## config.mk

```make
export PLATFORM = sky130hd
export DESIGN_NAME = one_shot_timer_bank
export DESIGN_NICKNAME = d
export VERILOG_FILES = /design/src/hdl/ostb_pkg.sv /design/src/hdl/one_shot_timer_bank.sv
export SDC_FILE = /design/constraint.sdc
export NUM_CORES = 1
export LEC_CHECK = 0
export ABC_AREA = 0
export BUFFER_PORTS_ARGS = -buffer_cell sky130_fd_sc_hd__buf_2
export CORE_MARGIN = 4
export CORE_UTILIZATION = 45
export DETAILED_ROUTE_END_ITERATION = 7
export SYNTH_ARGS = -nofsm -noshare
export SYNTH_HDL_FRONTEND = slang
export SYNTH_SLANG_ARGS = --single-unit
```

## constraint.sdc

```tcl
create_clock -name clk -period 9.45 [get_ports clk]
set_input_delay 0.4725 -clock clk [delete_from_list [all_inputs] [get_ports clk]]
set_output_delay 0.4725 -clock clk [all_outputs]
set_load 0.01 [all_outputs]
```

## src/hdl/ostb_pkg.sv

```systemverilog
// Shared constants, operation codes and sizes for the one-shot timer bank.
package ostb_pkg;

  localparam int NUM_TIMERS = 8;
  localparam int COUNT_BITS = 32;

  localparam int IDX_W  = (NUM_TIMERS > 1) ? $clog2(NUM_TIMERS) : 1;
  localparam int MASK_N = (NUM_TIMERS < 8) ? NUM_TIMERS : 8;

  localparam int OP_W     = 3;
  localparam int INDEX_W  = 3;
  localparam int TARGET_W = 32;
  localparam int ELAPSE_W = 32;
  localparam int MASK_W   = 8;

  typedef logic [OP_W-1:0]       op_t;
  typedef logic [COUNT_BITS-1:0] count_t;
  typedef logic [IDX_W-1:0]      tidx_t;

  localparam op_t OP_TICK      = 3'd0;
  localparam op_t OP_ARM       = 3'd1;
  localparam op_t OP_CLR_ENTRY = 3'd2;
  localparam op_t OP_CLR_ALL   = 3'd3;
  localparam op_t OP_CLR_TO    = 3'd4;
  localparam op_t OP_QUERY     = 3'd5;

endpackage

```

## src/hdl/one_shot_timer_bank.sv

```systemverilog
// One-shot timer bank: per-timer count/target store, sweep sequencer and result register.
// Sequence: an accepted item enters the step unit; tick and clear all step through every
//   timer in turn, while arm, clear entry, clear timeout and query act on the named timer.
// The result is then loaded into the output register once that register is free or draining.
// Items are handled one at a time, set by the single compare/increment unit.
// A finished result waits in the output register while the next item is taken in.
// Reset (rst_n low, synchronous) zeroes every count, target and mark and empties the output.
module one_shot_timer_bank (
  input  logic        clk,
  input  logic        rst_n,
  input  logic        in_valid,
  output logic        in_ready,
  input  logic [2:0]  in_op,
  input  logic [2:0]  in_timer_index,
  input  logic [31:0] in_target_value,
  output logic        out_valid,
  input  logic        out_ready,
  output logic        out_timeout_flag,
  output logic        out_running_flag,
  output logic [31:0] out_elapsed_count,
  output logic [7:0]  out_timeout_mask
);

  // Sequencer states
  localparam logic [1:0] S_IDLE = 2'd0;
  localparam logic [1:0] S_WORK = 2'd1;
  localparam logic [1:0] S_RESP = 2'd2;

  localparam ostb_pkg::tidx_t LAST_IDX = ostb_pkg::tidx_t'(ostb_pkg::NUM_TIMERS - 1);

  // Timer store
  ostb_pkg::count_t cnt_r [ostb_pkg::NUM_TIMERS];
  ostb_pkg::count_t tgt_r [ostb_pkg::NUM_TIMERS];
  logic [ostb_pkg::NUM_TIMERS-1:0] exp_r;
  logic [ostb_pkg::NUM_TIMERS-1:0] act_r;

  // Sequencer and captured item
  logic [1:0]       state_r, state_nxt;
  ostb_pkg::tidx_t  ptr_r, ptr_nxt;
  ostb_pkg::op_t    op_r;
  ostb_pkg::tidx_t  sel_r;
  logic             idx_ok_r;
  ostb_pkg::count_t arm_tgt_r;

  // Output register
  logic        out_valid_r;
  logic        out_to_r;
  logic        out_run_r;
  logic [31:0] out_cnt_r;
  logic [7:0]  out_mask_r;

  // Shared step unit: one entry at ptr_r per cycle
  ostb_pkg::count_t cur_cnt;
  ostb_pkg::count_t cur_tgt;
  logic             wr_en;
  ostb_pkg::count_t wr_cnt;
  ostb_pkg::count_t wr_tgt;
  logic             wr_exp;
  logic             wr_act;
  logic             sweep_op;
  logic             in_xfer;
  logic             resp_load;
  logic [7:0]       mask_now;

  assign in_ready  = (state_r == S_IDLE);
  assign in_xfer   = in_valid && in_ready;
  assign sweep_op  = (op_r == ostb_pkg::OP_TICK) || (op_r == ostb_pkg::OP_CLR_ALL);
  // Build the result once the output register is free or being drained
  assign resp_load = (state_r == S_RESP) && (!out_valid_r || out_ready);

  assign cur_cnt = cnt_r[ptr_r];
  assign cur_tgt = tgt_r[ptr_r];

  // One step of the current operation on the entry under the pointer
  always_comb begin
    wr_en  = 1'b0;
    wr_cnt = cur_cnt;
    wr_tgt = cur_tgt;
    wr_exp = exp_r[ptr_r];
    wr_act = act_r[ptr_r];
    if (state_r == S_WORK) begin
      case (op_r)
        ostb_pkg::OP_TICK: begin
          if (act_r[ptr_r]) begin
            wr_en  = 1'b1;
            // Compare before the increment: a match stops the timer
            if (cur_cnt == cur_tgt) begin
              wr_exp = 1'b1;
              wr_act = 1'b0;
            end
            wr_cnt = cur_cnt + ostb_pkg::count_t'(1);
          end
        end
        ostb_pkg::OP_ARM: begin
          wr_en  = idx_ok_r;
          wr_cnt = '0;
          wr_tgt = arm_tgt_r;
          wr_exp = 1'b0;
          wr_act = 1'b1;
        end
        ostb_pkg::OP_CLR_ENTRY: begin
          wr_en  = idx_ok_r;
          wr_cnt = '0;
          wr_tgt = '0;
          wr_exp = 1'b0;
          wr_act = 1'b0;
        end
        ostb_pkg::OP_CLR_ALL: begin
          wr_en  = 1'b1;
          wr_cnt = '0;
          wr_tgt = '0;
          wr_exp = 1'b0;
          wr_act = 1'b0;
        end
        ostb_pkg::OP_CLR_TO: begin
          wr_en  = idx_ok_r;
          wr_exp = 1'b0;
        end
        default: begin
          wr_en = 1'b0;
        end
      endcase
    end
  end

  // Sequencer: single-entry operations take one step, sweeps visit every timer
  always_comb begin
    state_nxt = state_r;
    ptr_nxt   = ptr_r;
    case (state_r)
      S_IDLE: begin
        if (in_xfer) begin
          state_nxt = S_WORK;
          if ((in_op == ostb_pkg::OP_TICK) || (in_op == ostb_pkg::OP_CLR_ALL)) begin
            ptr_nxt = '0;
          end else begin
            ptr_nxt = ostb_pkg::tidx_t'(in_timer_index);
          end
        end
      end
      S_WORK: begin
        if (!sweep_op || (ptr_r == LAST_IDX)) begin
          state_nxt = S_RESP;
          ptr_nxt   = sel_r;
        end else begin
          ptr_nxt = ptr_r + ostb_pkg::tidx_t'(1);
        end
      end
      S_RESP: begin
        if (resp_load) begin
          state_nxt = S_IDLE;
        end
      end
      default: begin
        state_nxt = S_IDLE;
      end
    endcase
  end

  // Timeout marks of the first eight timers
  always_comb begin
    mask_now = '0;
    for (int i = 0; i < ostb_pkg::MASK_N; i++) begin
      mask_now[i] = exp_r[i];
    end
  end

  always_ff @(posedge clk) begin
    if (!rst_n) begin
      state_r     <= S_IDLE;
      ptr_r       <= '0;
      exp_r       <= '0;
      act_r       <= '0;
      out_valid_r <= 1'b0;
      for (int i = 0; i < ostb_pkg::NUM_TIMERS; i++) begin
        cnt_r[i] <= '0;
        tgt_r[i] <= '0;
      end
    end else begin
      state_r <= state_nxt;
      ptr_r   <= ptr_nxt;
      if (wr_en) begin
        cnt_r[ptr_r] <= wr_cnt;
        tgt_r[ptr_r] <= wr_tgt;
        exp_r[ptr_r] <= wr_exp;
        act_r[ptr_r] <= wr_act;
      end
      // Drop the result on transfer, raise it when a new one is loaded
      if (resp_load) begin
        out_valid_r <= 1'b1;
      end else if (out_ready) begin
        out_valid_r <= 1'b0;
      end
    end
  end

  // Captured item and result payload
  always_ff @(posedge clk) begin
    if (in_xfer) begin
      op_r      <= in_op;
      sel_r     <= ostb_pkg::tidx_t'(in_timer_index);
      idx_ok_r  <= (32'(in_timer_index) < 32'(ostb_pkg::NUM_TIMERS));
      arm_tgt_r <= ostb_pkg::count_t'(in_target_value);
    end
    if (resp_load) begin
      out_to_r   <= idx_ok_r && exp_r[ptr_r];
      out_run_r  <= idx_ok_r && act_r[ptr_r];
      out_cnt_r  <= idx_ok_r ? 32'(cur_cnt) : 32'd0;
      out_mask_r <= mask_now;
    end
  end

  assign out_valid         = out_valid_r;
  assign out_timeout_flag  = out_to_r;
  assign out_running_flag  = out_run_r;
  assign out_elapsed_count = out_cnt_r;
  assign out_timeout_mask  = out_mask_r;

  // A timer is never both running and timed out
  a_marks_exclusive: assert property (@(posedge clk) disable iff (!rst_n)
    (act_r & exp_r) == '0)
    else $error("timer running and timed out at once");

  // A single-entry operation goes from the step unit to the result state in the next cycle
  a_single_step: assert property (@(posedge clk) disable iff (!rst_n)
    (state_r == S_WORK && !sweep_op) |=> (state_r == S_RESP))
    else $error("single-entry operation did not finish in one step");

  // An accepted item always starts the step unit
  a_accept_work: assert property (@(posedge clk) disable iff (!rst_n)
    in_xfer |=> (state_r == S_WORK))
    else $error("accepted item did not start work");

  // Loading the result returns the sequencer to idle with a valid output
  a_resp_done: assert property (@(posedge clk) disable iff (!rst_n)
    resp_load |=> (out_valid_r && state_r == S_IDLE))
    else $error("result load did not complete the item");

endmodule

```

# == After elaboration in Yosys (flattened, before gate mapping) ==
# Memory sizes are Yosys's and may differ from the RTL's. A register that Yosys moved wholly into a read port is not among the register bits.
# Index checks and enable logic that the tools add are counted.
# word_totals
mem_bits_rw,512
reg_bits,102
output_inout_bits,44
memories,2
in_bits,42
# op_classes
n_eq_ne,12
n_lt_le_gt_ge,2
n_mux,48
addsub,2
n_reduce_logical,21
# mem_list
name,words,word_bits,read_ports,rd_ports_with_merged_regs,write_ports,line_no,source
cnt_r,8,32,1,1,8,one_shot_timer_bank.sv:32,ostb_pkg::count_t cnt_r [ostb_pkg::NUM_TIMERS];
tgt_r,8,32,1,1,8,one_shot_timer_bank.sv:33,ostb_pkg::count_t tgt_r [ostb_pkg::NUM_TIMERS];
# ops
cell,count
32-bit two-way mux,5
32-bit case mux with 2 select lines,2
32-bit OR reduction,2
32-bit by 1-bit adder with 32-bit output (second input constant),1
32-bit == test,1
3-bit two-way mux,9
1-bit two-way mux,19
8-bit bitwise mux,2
3-bit by 2-bit == test with 1-bit output (second input constant),3
1-bit binary-select mux with 3-bit select,2
3-bit == test (second input constant),2
3-bit zero test,2
2-bit two-way mux,3
2-bit case mux with 3 select lines,1
3-bit case mux with 2 select lines,1
1-bit logical OR,4
3-bit by 4-bit less-than comparator with 1-bit output (second input constant),1
2-bit by 1-bit != test with 1-bit output (second input constant),2
1-bit case mux with 2 select lines,2
2-bit nonzero test,2
4-bit OR reduction,1
3-bit by 1-bit adder with 3-bit output (second input constant),1
1-bit demux with 3-bit select,1
3-bit by 1-bit == test with 1-bit output (second input constant),1
other kinds (12),15

# == Logic depth before layout (Yosys ltp) ==
# logic_depth
depth_word,10
depth_mapped,14

# == Least setup slack after synthesis ==
# Ideal clock, no wire load.
# synth_timing
path_kind,flip-flop to flip-flop
start,register ptr_r[1]
end,memory cnt_r[4][0] (netlist bit) (enable)
t_arrival_ns,3.302
setup_ns,0.418
setup_slack_ns,5.730
required_ns,9.032
period_less_slack_ns,3.720
n_path_buf,2
stages_incl_launch_ff,11
path_cell_list,dfxtp_1 > clkbuf_1 > nor2b_1 > o2bb2ai_1 > a22oi_1 > nand2_1 > clkbuf_1 > o31ai_1 > or2_2 > o21a_1 > inv_1
# synth_lines
element,line_no,source
start: declaration,one_shot_timer_bank.sv:39,"ostb_pkg::tidx_t ptr_r, ptr_nxt;"
start signal: assignment,one_shot_timer_bank.sv:181,ptr_r <= ptr_nxt;
end: declaration,one_shot_timer_bank.sv:32,

==> impl_metrics.xml <==
<?xml version="1.0" encoding="UTF-8"?>
<metrics>
  <group name="yosys">
    <metric name="synth_fa_ha_area_frac" unit="">0.001388</metric>
    <metric name="synth_enable_flop_cells" unit="">592</metric>
    <metric name="post_synth_inst_count" unit="">1915</metric>
    <metric name="yosys-mux-area-fraction" unit="">0.1229</metric>
    <metric name="post_synth.cell_area_avg" unit="um2">14.13</metric>
    <metric name="ys.flop_type" unit="">sky130_fd_sc_hd__edfxtp_1</metric>
    <metric name="synth-seq-cells" unit="">617</metric>
    <metric name="synth.lib_cells_used.distinct" unit="">62</metric>
    <metric name="synth_xor_xnor_area_share" unit="">0.02567</metric>
    <metric name="proportion_of_register_bits_with_asynchronous_set_or_reset_after_synthesis" unit="">0</metric>
    <metric name="syn_nets" unit="">1960</metric>
    <metric name="ys.warnings.count" unit="">0</metric>
    <metric name="area_fraction_in_compound_gates_after_synthesis" unit="">0.03626</metric>
    <metric name="post_synth_instance_area" unit="mm2">0.02705</metric>
    <metric name="yosysSeqAreaShare" unit="">0.6757</metric>
    <metric name="synth_top_family_by_area" unit="">multiplexers</metric>
    <metric name="synthSimpleGateAreaFrac" unit="">0.1138</metric>
  </group>
  <group name="setup_path">
    <metric name="worst-endpoint-required" unit="ns">9.75</metric>
    <metric name="criticalPathCategory" unit="">reg -&gt; reg</metric>
    <metric name="kind_of_end_point_of_the_critical_path" unit="">flip-flop</metric>
    <metric name="worst-endpoint-arrival" unit="ns">5.62</metric>
    <metric name="timing.critical_path.fanout_max" unit="">37</metric>
    <metric name="cp-start-kind" unit="">flip-flop</metric>
  </group>
  <group name="floorplanning">
    <metric name="floorplan.core_area" unit="mm2">0.05924</metric>
    <metric name="io_pins" unit="">86</metric>
    <metric name="design.die.area" unit="mm2">0.06410</metric>
    <metric name="die_w" unit="um">253.2</metric>
    <metric name="die_height" unit="um">253.2</metric>
    <metric name="initial_utilization" unit="">0.4566</metric>
    <metric name="rows" unit="">89</metric>
  </group>
  <group name="placement">
    <metric name="placedCellCount" unit="">2696</metric>
    <metric name="gp_congestion" unit="">0.8492</metric>
    <metric name="place_hpwl" unit="um">42270</metric>
    <metric name="placement.cell_area" unit="mm2">0.02824</metric>
    <metric name="dpl_worst_slack" unit="ns">4.171</metric>
    <metric name="placement.io_buffers" unit="">85</metric>
  </group>
  <group name="drt">
    <metric name="detailroute.via_count" unit="">16710</metric>
    <metric name="detail_route.first_pass.iterations" unit="">5</metric>
    <metric name="post_drt_via_cell_ratio" unit="">5.938</metric>
    <metric name="routed.top_layer" unit="">met4</metric>
    <metric name="drt-total-wl" unit="um">75140</metric>
    <metric name="wl_met3" unit="um">5876</metric>
    <metric name="final_antenna_net_count" unit="">0</metric>
    <metric name="drt_iter0_drc" unit="">1909</metric>
    <metric name="detail_route.drc_violations" unit="">0</metric>
    <metric name="m1WireLength" unit="um">30770</metric>
    <metric name="dr_wl_met2" unit="um">36390</metric>
    <metric name="routed_wire_length_per_instance" unit="um">26.70</metric>
  </group>
  <group name="layout">
    <metric name="antenna-diode-count" unit="">0</metric>
    <metric name="fillCellCount" unit="">5003</metric>
    <metric name="drive_gt1_frac" unit="">0.1857</metric>
    <metric name="most_frequent_cells_in_the_layout" unit="">sky130_fd_sc_hd__edfxtp_1, sky130_fd_sc_hd__nor2_1, sky130_fd_sc_hd__mux4_2, sky130_fd_sc_hd__nand2_1, sky130_fd_sc_hd__buf_2</metric>
    <metric name="final_cell_area" unit="mm2">0.03044</metric>
    <metric name="final-instance-count-excl-fill" unit="">2814</metric>
    <metric name="fin_nets" unit="">2038</metric>
    <metric name="layout_commonest_cell" unit="">sky130_fd_sc_hd__edfxtp_1</metric>
    <metric name="area_delta_synth_final" unit="%">12.53</metric>
    <metric name="post-route-util" unit="">0.5138</metric>
  </group>
  <group name="sta">
    <metric name="fin_skew" unit="ns">0.02238</metric>
    <metric name="finalSetupViolations" unit="">0</metric>
    <metric name="maxClockFrequency" unit="MHz">187.9</metric>
    <metric name="timing.final.max_slew_violations" unit="">0</metric>
    <metric name="grt_setup_unrepaired" unit="">false</metric>
    <metric name="hold_viol" unit="">0</metric>
    <metric name="final.min_clock_period" unit="ns">5.323</metric>
    <metric name="final_tns_setup" unit="ns">0</metric>
    <metric name="timing_worst_slew_pin_value" unit="ns">1.166</metric>
    <metric name="maxSlewHeadroom" unit="">0.2230</metric>
    <metric name="timing.final.crit_share" unit="">0.5633</metric>
    <metric name="final_critical_path_setup_slack" unit="ns">4.127</metric>
  </group>
  <group name="global_route">
    <metric name="grt_antenna_before_repair" unit="">0</metric>
    <metric name="largest_net_degree_at_the_start_of_global_routing" unit="">141</metric>
    <metric name="grt_pass1_wl" unit="um">110800</metric>
    <metric name="globalRouteTotalUtil" unit="">0.2357</metric>
    <metric name="overflow" unit="">0</metric>
    <metric name="first_global_vias" unit="">16650</metric>
  </group>
  <group name="power_and_ir_drop">
    <metric name="power.leakage" unit="nW">10.65</metric>
    <metric name="power-per-cell-area" unit="mW/mm2">220.4</metric>
    <metric name="ir_drop" unit="mV">0.1479</metric>
  </group>
  <group name="cts">
    <metric name="clk-insertion-delay-late" unit="ns">0.61</metric>
    <metric name="clock-sinks" unit="">617</metric>
    <metric name="postCtsHoldBufs" unit="">0</metric>
    <metric name="cts_tree" unit="">yes</metric>
    <metric name="cts_made_buffers" unit="">68</metric>
    <metric name="cts_root_buffer" unit="">sky130_fd_sc_hd__clkbuf_16</metric>
    <metric name="clockBufferDepth" unit="">3</metric>
    <metric name="post_cts.resized_instances" unit="">0</metric>
    <metric name="post_cts.repair.setup_buffers" unit="">0</metric>
    <metric name="ctsHtreeMaxLevel" unit="">3</metric>
    <metric name="clkTransAtPathRegs" unit="ns">0.06</metric>
  </group>
  <group name="outcome">
    <metric name="status" unit="">complete, no violations</metric>
  </group>
  <group name="worst_hold_path">
    <metric name="hold_path.class" unit="">in -&gt; reg</metric>
  </group>
  <group name="flow_run">
    <metric name="drv_cap" unit="">0</metric>
  </group>
</metrics>
## synth_stat cells, types with 3 or more instances
| library cell | n | area share |
|---|---|---|
| sky130_fd_sc_hd__a21oi_1 | 11 | 0.0020 |
| sky130_fd_sc_hd__a22o_1 | 8 | 0.0026 |
| sky130_fd_sc_hd__a22oi_1 | 56 | 0.016 |
| sky130_fd_sc_hd__a31oi_1 | 8 | 0.0019 |
| sky130_fd_sc_hd__a32o_1 | 8 | 0.0030 |
| sky130_fd_sc_hd__and3_1 | 3 | 0.00069 |
| sky130_fd_sc_hd__buf_1 | 3 | 0.00042 |
| sky130_fd_sc_hd__buf_2 | 15 | 0.0028 |
| sky130_fd_sc_hd__buf_4 | 9 | 0.0025 |
| sky130_fd_sc_hd__buf_6 | 8 | 0.0033 |
| sky130_fd_sc_hd__clkbuf_1 | 71 | 0.0099 |
| sky130_fd_sc_hd__dfxtp_1 | 25 | 0.019 |
| sky130_fd_sc_hd__edfxtp_1 | 592 | 0.66 |
| sky130_fd_sc_hd__ha_1 | 3 | 0.0014 |
| sky130_fd_sc_hd__inv_1 | 35 | 0.0049 |
| sky130_fd_sc_hd__mux2_2 | 19 | 0.0079 |
| sky130_fd_sc_hd__mux2i_1 | 74 | 0.027 |
| sky130_fd_sc_hd__mux4_2 | 104 | 0.087 |
| sky130_fd_sc_hd__nand2_1 | 110 | 0.015 |
| sky130_fd_sc_hd__nand2b_1 | 29 | 0.0067 |
| sky130_fd_sc_hd__nand3_1 | 13 | 0.0024 |
| sky130_fd_sc_hd__nand4_1 | 8 | 0.0019 |
| sky130_fd_sc_hd__nor2_1 | 543 | 0.075 |
| sky130_fd_sc_hd__nor2b_1 | 5 | 0.0012 |
| sky130_fd_sc_hd__nor3_1 | 7 | 0.0013 |
| sky130_fd_sc_hd__nor4_1 | 6 | 0.0014 |
| sky130_fd_sc_hd__o211a_1 | 3 | 0.0011 |
| sky130_fd_sc_hd__o211ai_1 | 5 | 0.0014 |
| sky130_fd_sc_hd__o21a_1 | 9 | 0.0025 |
| sky130_fd_sc_hd__o21ai_0 | 3 | 0.00055 |
| sky130_fd_sc_hd__o21ai_1 | 4 | 0.00074 |
| sky130_fd_sc_hd__o22ai_1 | 3 | 0.00069 |
| sky130_fd_sc_hd__or2_2 | 7 | 0.0016 |
| sky130_fd_sc_hd__xnor2_1 | 42 | 0.014 |
| sky130_fd_sc_hd__xnor2_2 | 5 | 0.0030 |
| sky130_fd_sc_hd__xor2_1 | 28 | 0.0091 |
## metal layers
layer,track usage,vias up
li1,-,7185
met5,0,-
met3,0.04006,162
met1,0.3328,8559
met4,0.06493,0
met2,0.3832,803
## stage by stage
step,hold WS (ns),power (mW)
6_report,0.04815,6.708
3_5_place_dp,0.4534,4.122
2_1_floorplan,0.4228,3.818
4_1_cts,0.01470,6.749
3_3_place_gp,0.4452,4.112
5_1_grt,0.02276,6.928
## cell families after synthesis
family,count (synthesis)
and+or+nand+nor,747
adders and majority gates,3
xor gates and xnor gates,75
buffers and inverters,142
muxes,199
DFF,617
AOI/OAI and AO/OA,132
## critical path: stages, from the launching register on
cell                       delay (ns)
sky130_fd_sc_hd__dfxtp_4         0.77
sky130_fd_sc_hd__buf_4           0.75
sky130_fd_sc_hd__mux4_2          0.35
sky130_fd_sc_hd__mux2i_1         0.29
sky130_fd_sc_hd__a211oi_1        0.57
sky130_fd_sc_hd__nand2_1         0.25
sky130_fd_sc_hd__nor3_1          0.76
sky130_fd_sc_hd__nor4b_4         0.51
sky130_fd_sc_hd__nand4_1         0.22
sky130_fd_sc_hd__xnor2_2         0.36
sky130_fd_sc_hd__nor2_1          0.10
## path summary, 6_finish.rpt
| check | start | to | slack [ns] | cells after the start |
|---|---|---|---|---|
| setup / recovery | flip-flop | cnt_r[6][27] | 4.13 | 10 |
| setup reg to reg | flip-flop | cnt_r[6][27] | 4.13 | 10 |
| hold reg to reg | exp_r[0] | out_timeout_mask[0] | 0.47 | 0 |
| hold / removal | in_target_value[16] | arm_tgt_r[16] | 0.05 | 1 |
## final cells by class
| class | instances | area [um2] | share of cell area |
|---|---|---|---|
| flip-flops and latches | 617 | 18290 | 0.6008 |
| clock buffers | 91 | 1914 | 0.06289 |
| clock inverters | 27 | 285.3 | 0.009372 |
| multi-input cells | 1156 | 8179 | 0.2687 |
| repair buffers | 115 | 663.1 | 0.02179 |
| inverters | 35 | 141.4 | 0.004645 |
| well taps | 773 | 967.2 | 0.03177 |
## state kept, by name (all words and copies together) (netlist names), named ones only
register and flops:
state_r 2, out_elapsed_count 32, out_timeout_flag 1, out_valid 1
ptr_r 3, op_r 3, out_running_flag 1, tgt_r 256
out_timeout_mask 8, exp_r 8, act_r 8, sel_r 3
arm_tgt_r 32, cnt_r 256
## power by group
group | switching, mW | internal (mW) | total (mW) | leakage [nW]
Clock | 1.06 | 1.58 | 2.64 | 1.07
Combinational | 0.588 | 0.290 | 0.877 | 3.34
Sequential | 0.0704 | 3.12 | 3.19 | 6.24
No activity file was read; power rests on OpenSTA's default activity.
